$ cat src/rtl/core/lbvs_pkg.sv
// Shared types, constants and command codes for the skinning block.
`timescale 1ns / 1ps
package lbvs_pkg;

  localparam int MAX_JOINTS_DEF = 64;
  localparam int INFLUENCES_DEF = 4;
  localparam int FIELD_INFL     = 4;   // influences carried by the input fields
  localparam int ELEMS          = 12;  // 3x4 affine matrix, row major

  // squared length threshold for a degenerate normal
  localparam logic [63:0] NRM_EPS_SQ = 64'd1237940039285380;
  localparam logic [61:0] RED_LIM    = 62'd1073741824;

  typedef enum logic [3:0] {
    OP_NONE,
    OP_WRITE,
    OP_LOAD_ITEM,
    OP_WSUM,
    OP_READ,
    OP_PASS,
    OP_DIV_P_INIT,
    OP_DIV_STEP,
    OP_DIV_P_END,
    OP_SHIFT,
    OP_SQ,
    OP_NRM_BIND,
    OP_SQRT_INIT,
    OP_SQRT_STEP,
    OP_DIV_N_INIT,
    OP_DIV_N_END
  } op_t;

  typedef enum logic [3:0] {
    ST_IDLE,
    ST_INFL,
    ST_READ,
    ST_DRAIN,
    ST_DIVP,
    ST_PEND,
    ST_SHIFT,
    ST_SQ,
    ST_CHK,
    ST_SQRT,
    ST_DIVNI,
    ST_DIVN,
    ST_NEND,
    ST_FINISH
  } state_t;

  typedef struct packed {
    op_t        op;
    logic       out_load;  // copy results into the output register
    logic [1:0] k;         // influence
    logic [3:0] e;         // matrix element
    logic [1:0] c;         // component
  } cmd_t;

  typedef struct packed {
    logic infl_ok;
    logic wsum_zero;
    logic shift_more;
    logic degenerate;
  } sts_t;

endpackage

$ cat src/rtl/core/lbvs_ctrl.sv
// Sequencer for load, influence accumulation, divide and normalize.
`timescale 1ns / 1ps
module lbvs_ctrl import lbvs_pkg::*; #(
  parameter int INFLUENCES = INFLUENCES_DEF
) (
  input  logic clk,
  input  logic rst_n,
  input  logic in_valid,
  input  logic in_kind,
  output logic in_stall,
  output logic out_valid,
  input  logic out_stall,
  output cmd_t cmd,
  input  sts_t sts
);

  localparam int NINF = (INFLUENCES < FIELD_INFL) ? INFLUENCES : FIELD_INFL;

  state_t      state_r, state_nxt;
  logic [5:0]  cnt_r, cnt_nxt;
  logic [2:0]  kcnt_r, kcnt_nxt;
  logic        out_valid_r, out_valid_nxt;

  assign out_valid = out_valid_r;

  always_ff @(posedge clk) begin
    if (!rst_n) begin
      state_r     <= ST_IDLE;
      cnt_r       <= '0;
      kcnt_r      <= '0;
      out_valid_r <= 1'b0;
    end else begin
      state_r     <= state_nxt;
      cnt_r       <= cnt_nxt;
      kcnt_r      <= kcnt_nxt;
      out_valid_r <= out_valid_nxt;
    end
  end

  always_comb begin
    state_nxt     = state_r;
    cnt_nxt       = cnt_r;
    kcnt_nxt      = kcnt_r;
    out_valid_nxt = out_valid_r && out_stall;
    in_stall      = 1'b1;
    cmd.op        = OP_NONE;
    cmd.out_load  = 1'b0;
    cmd.k         = kcnt_r[1:0];
    cmd.e         = cnt_r[3:0];
    cmd.c         = cnt_r[1:0];
    unique case (state_r)
      ST_IDLE: begin
        in_stall = !rst_n;
        if (in_valid && rst_n) begin
          if (in_kind) begin
            cmd.op    = OP_LOAD_ITEM;
            kcnt_nxt  = '0;
            state_nxt = ST_INFL;
          end else begin
            cmd.op = OP_WRITE;
          end
        end
      end
      ST_INFL: begin
        if (kcnt_r == 3'(NINF)) begin
          cnt_nxt = '0;
          if (sts.wsum_zero) begin
            cmd.op    = OP_PASS;
            state_nxt = ST_FINISH;
          end else begin
            cmd.op    = OP_DIV_P_INIT;
            state_nxt = ST_DIVP;
          end
        end else if (sts.infl_ok) begin
          cmd.op    = OP_WSUM;
          cnt_nxt   = '0;
          state_nxt = ST_READ;
        end else begin
          kcnt_nxt = kcnt_r + 3'd1;
        end
      end
      ST_READ: begin
        cmd.op = OP_READ;
        if (cnt_r == 6'd11) begin
          cnt_nxt   = '0;
          state_nxt = ST_DRAIN;
        end else begin
          cnt_nxt = cnt_r + 6'd1;
        end
      end
      ST_DRAIN: begin
        if (cnt_r == 6'd4) begin
          cnt_nxt   = '0;
          kcnt_nxt  = kcnt_r + 3'd1;
          state_nxt = ST_INFL;
        end else begin
          cnt_nxt = cnt_r + 6'd1;
        end
      end
      ST_DIVP: begin
        cmd.op = OP_DIV_STEP;
        if (cnt_r == 6'd63) begin
          cnt_nxt   = '0;
          state_nxt = ST_PEND;
        end else begin
          cnt_nxt = cnt_r + 6'd1;
        end
      end
      ST_PEND: begin
        cmd.op    = OP_DIV_P_END;
        state_nxt = ST_SHIFT;
      end
      ST_SHIFT: begin
        if (sts.shift_more) begin
          cmd.op = OP_SHIFT;
        end else begin
          cnt_nxt   = '0;
          state_nxt = ST_SQ;
        end
      end
      ST_SQ: begin
        cmd.op = OP_SQ;
        if (cnt_r == 6'd2) begin
          cnt_nxt   = '0;
          state_nxt = ST_CHK;
        end else begin
          cnt_nxt = cnt_r + 6'd1;
        end
      end
      ST_CHK: begin
        if (sts.degenerate) begin
          cmd.op    = OP_NRM_BIND;
          state_nxt = ST_FINISH;
        end else begin
          cmd.op    = OP_SQRT_INIT;
          cnt_nxt   = '0;
          state_nxt = ST_SQRT;
        end
      end
      ST_SQRT: begin
        cmd.op = OP_SQRT_STEP;
        if (cnt_r == 6'd31) begin
          cnt_nxt   = '0;
          state_nxt = ST_DIVNI;
        end else begin
          cnt_nxt = cnt_r + 6'd1;
        end
      end
      ST_DIVNI: begin
        cmd.op    = OP_DIV_N_INIT;
        cnt_nxt   = '0;
        state_nxt = ST_DIVN;
      end
      ST_DIVN: begin
        cmd.op = OP_DIV_STEP;
        if (cnt_r == 6'd63) begin
          cnt_nxt   = '0;
          state_nxt = ST_NEND;
        end else begin
          cnt_nxt = cnt_r + 6'd1;
        end
      end
      ST_NEND: begin
        cmd.op    = OP_DIV_N_END;
        state_nxt = ST_FINISH;
      end
      ST_FINISH: begin
        if (!out_valid_r || !out_stall) begin
          cmd.out_load  = 1'b1;
          out_valid_nxt = 1'b1;
          state_nxt     = ST_IDLE;
        end
      end
      default: state_nxt = ST_IDLE;
    endcase
  end

  // never overwrite a result beat that is still waiting
  a_no_overwrite: assert property (@(posedge clk) disable iff (!rst_n)
    cmd.out_load |-> (!out_valid_r || !out_stall))
    else $error("result overwritten while stalled");

  // a skin beat always starts the influence walk
  a_skin_start: assert property (@(posedge clk) disable iff (!rst_n)
    (in_valid && !in_stall && in_kind) |=> (state_r == ST_INFL && kcnt_r == 3'd0))
    else $error("skin beat did not start influence walk");

  // matrix reads only for an existing influence
  a_read_k: assert property (@(posedge clk) disable iff (!rst_n)
    (state_r == ST_READ) |-> (kcnt_r < 3'(NINF)))
    else $error("read beyond influence count");

  // pipeline drain is bounded
  a_drain: assert property (@(posedge clk) disable iff (!rst_n)
    (state_r == ST_DRAIN) |-> (cnt_r <= 6'd4))
    else $error("drain counter overran");

endmodule

$ cat config.mk
export PLATFORM = sky130hd
export DESIGN_NAME = lbvs_ctrl
export DESIGN_NICKNAME = d
export VERILOG_FILES = /design/src/rtl/core/lbvs_pkg.sv /design/src/rtl/core/lbvs_ctrl.sv
export SDC_FILE = /design/constraint.sdc
export NUM_CORES = 1
export LEC_CHECK = 0
export BUFFER_PORTS_ARGS = -buffer_cell sky130_fd_sc_hd__buf_2
export CORE_ASPECT_RATIO = 0.8
export CORE_MARGIN = 5
export CORE_UTILIZATION = 31
export DETAILED_ROUTE_END_ITERATION = 6
export GPL_TIMING_DRIVEN = 0
export MAX_ROUTING_LAYER = met4
export REMOVE_ABC_BUFFERS = 1
export SLEW_MARGIN = 20
export SYNTH_ARGS = -nofsm -noshare
export SYNTH_HDL_FRONTEND = slang
export SYNTH_SLANG_ARGS = --single-unit
export TNS_END_PERCENT = 20
$ cat constraint.sdc
create_clock -name clk -period 2.3 [get_ports clk]
set_clock_uncertainty 0.2 [all_clocks]
set_input_delay 0.115 -clock clk [delete_from_list [all_inputs] [get_ports clk]]
set_output_delay 0.115 -clock clk [all_outputs]
set_load 0.01 [all_outputs]
==> reports/results.txt <==
outcome - completed
final count of pins violating max slew - 0
Finished Cell Area - 1680 um2
Overflow after GRT - 0
Via density - 5.38
post-synthesis area per instance - 7.44 um2
placed cell areas - 1550 um2
CP Data Required Time - 2.27 ns
Initial Util - 32.3%
Final Critical Period - 2.16 ns
post-synthesis mux area share - 4.02%
PwrDens - 734 nW/um2
first-pass GRT wire length - 6.29 mm
CTS tree - yes
Core Box Area - 4620 um2
# DRC - 0
synthesized area - 1500 um2
TNS Setup - 0 ns
post-synthesis sequential area ratio - 18.7%
largest net degree at the start of global routing - 35
Ports - 24
share of layout cells above drive strength 1 - 26.8%
Worst Setup SP - cnt_r[1]
synth top area cells - dfxtp_1, nand2_1, buf_4, a21oi_1, o21ai_0
crit end category - flip-flop
Worst setup SP type - flip-flop
DR pass1 iterations - 4
crit share post-route - 93.8%
vias in the first global route - 1304
Yosys cell types - 52
Final Hold Vio Count - 0
Die Wd - 87.6 um
Root Buffer - clkbuf_8
1st-iter DRT viols - 79
CTS buffer count - 3
Worst Path Max Fanout - 7
final WL - 3.85 mm
die area - 6320 um2
FF-to-FF path depth - 6
clock sinks - 14
maximum vdd drop - 0.306 mV
Clock Tree Buf Depth - 2
slowest CP cell - dfxtp_2
final setup violation count - 0
DIE HEIGHT - 72.1 um
largest family of logic cells by synthesized area - simple AND/OR/NAND/NOR gates
Post-DP HPWL - 2.65 mm
Levels on crit path - 6
ys flop type - dfxtp_1
post-route setup slack - 0.143 ns
DP Cell Count - 261
worst path buffer plus inverter count - 0
Reg clk slew, reported paths - 0.07 ns
Top delay family on crit path - simple AND/OR/NAND/NOR gates
Slew @ Worst Pin - 0.498 ns
Crit Path Class - reg -> reg
FF+latch count, synth - 14
Post-Synth Adder-Cell Area - 4.18%
drt wl/cell - 14.3 um
All-Layer GR Usage - 12.6%
FF/Latch Area - 297 um2
Compound-Gate Fraction of Synth Area - 28.3%
R2R Path Start - cnt_r[1]
Synth warnings - 0
Max-Cap Viols - 0
synthesis-to-layout area growth - 12.4%
Async S/R FF share, synth - 0%
Worst Hold Depth - 3
final-layout fill cell count - 517
pre-CTS WS - -0.290 ns
htree depth - 1
XOR/XNOR Fraction of Synth Area - 1.76%
worst skew pair latency - 0.25 ns
LEAKAGE - 0.000647 uW
Synth top area share - 18.7%
Synth Area in Simple Gates - 31.6%
Slew HR - 66.0%
post-synth top area cell - dfxtp_1
RePlAce Congestion - 0.829
row cnt - 22
Worst Hold Class - in -> reg
final antenna-violating net count - 0
total number of vias - 1448
Hold Crit Start - rst_n
total power - 1230 uW
post-route insts no fill - 269
Post-synth EDFFs - 0
crit-path max cell delay - 0.39 ns
initial antenna violation count - 0
sequence of cells on the critical path - ha_2 -> nor4bb_2 -> a21oi_1 -> o21ai_0 -> and3_4 -> mux2i_1
Max Clk Rate - 0.464 GHz
diode count - 0
Final nets - 224
area of the multi-input gates - 1070 um2
PortBufs - 23
post-synthesis instance total - 201
crit path DAT - 2.13 ns
metrics by stage:
step                util (%)  hold WS (ns)
detailed placement      33.5         0.213
global route            36.3        0.0726
global placement        33.5         0.207
floorplan                  -        0.0560
finish                  36.3        0.0396
CTS                     35.1        0.0451
per-layer routing:
layer  routed length (um)  global-route usage [%]  up-vias
met2                 1700                    17.9       38
met3                  222                    3.06        4
li1                     -                       -      741
met5                    0                       -        -
met1                 1880                    18.3      665
met4                   46                    1.53        0
flip-flops by register name, indices dropped and copies added, names as in the netlist:
register,flops
out_valid,1
cnt_r,6
state_r,4
kcnt_r,3
placed cells by master (no fill, tap or decap), drive strengths merged, types with 3 or more instances in the layout:
cell,synthesis,routed
a211oi,3,3
ha,5,5
nand2,23,23
nand2b,4,4
and3,3,3
nor2,14,14
nor4,4,4
nor2b,6,6
nand3,6,6
nand3b,4,4
buf,18,26
a21oi,15,15
xnor2,3,3
inv,9,9
nor3,4,4
a31oi,3,3
clkbuf,5,4
mux2i,6,6
dfxtp,14,14
o21ai,15,15
cell usage after synthesis, types with 4 or more instances:
cell / number
a21oi_1: 15
buf_2: 7
buf_4: 11
clkbuf_1: 5
dfxtp_1: 14
ha_1: 5
inv_1: 9
mux2i_1: 6
nand2_1: 23
nand2b_1: 4
nand3_1: 6
nand3b_1: 4
nor2_1: 14
nor2b_1: 6
o21ai_0: 14
power breakdown:
group | internal (uW) | total, uW | switching, uW
registers | 277 | 379 | 102
clock network | 152 | 254 | 102
logic | 286 | 600 | 315
worst min-delay path: cells and delay by family:
kind / cells / cell delay (ns)
buf+inv: 1 / 0.19
simple gates: 1 / 0.10
compound gates: 1 / 0.05
kinds of logic (layout without fill, tap and decap cells):
logic type	count (synthesis)	in the layout
xor gates and xnor gates	3	3
muxes	6	6
and+or+nand+nor	83	83
adders and majority gates	5	5
buffers and inverters	32	40
AOI/OAI and AO/OA	58	58
DFF	14	14
path summary, 6_finish.rpt:
| kind | end | slack [ns] |
|---|---|---|
| worst max-delay path | state_r[0] | 0.14 |
| worst min-delay path | state_r[2] | 0.04 |
| worst max register to register | state_r[0] | 0.14 |
| worst min register to register | cnt_r[0] | 0.29 |
what timing repair did:
action,CTS,global route
setup buffers,0,3
pin swaps,1,0
hold buffers,1,0
gates resized for setup,7,10
endpoints found under the setup margin,17,10
hold endpoints to repair,1,0
final cells by class:
class / count / area share, %
multi-input combinational: 155 / 63.8
tap: 60 / 4.47
timing repair buffer: 27 / 8.79
inverter: 9 / 2.01
clock buffer: 4 / 3.28
sequential: 14 / 17.6
Power figures use the tool's default switching activity.
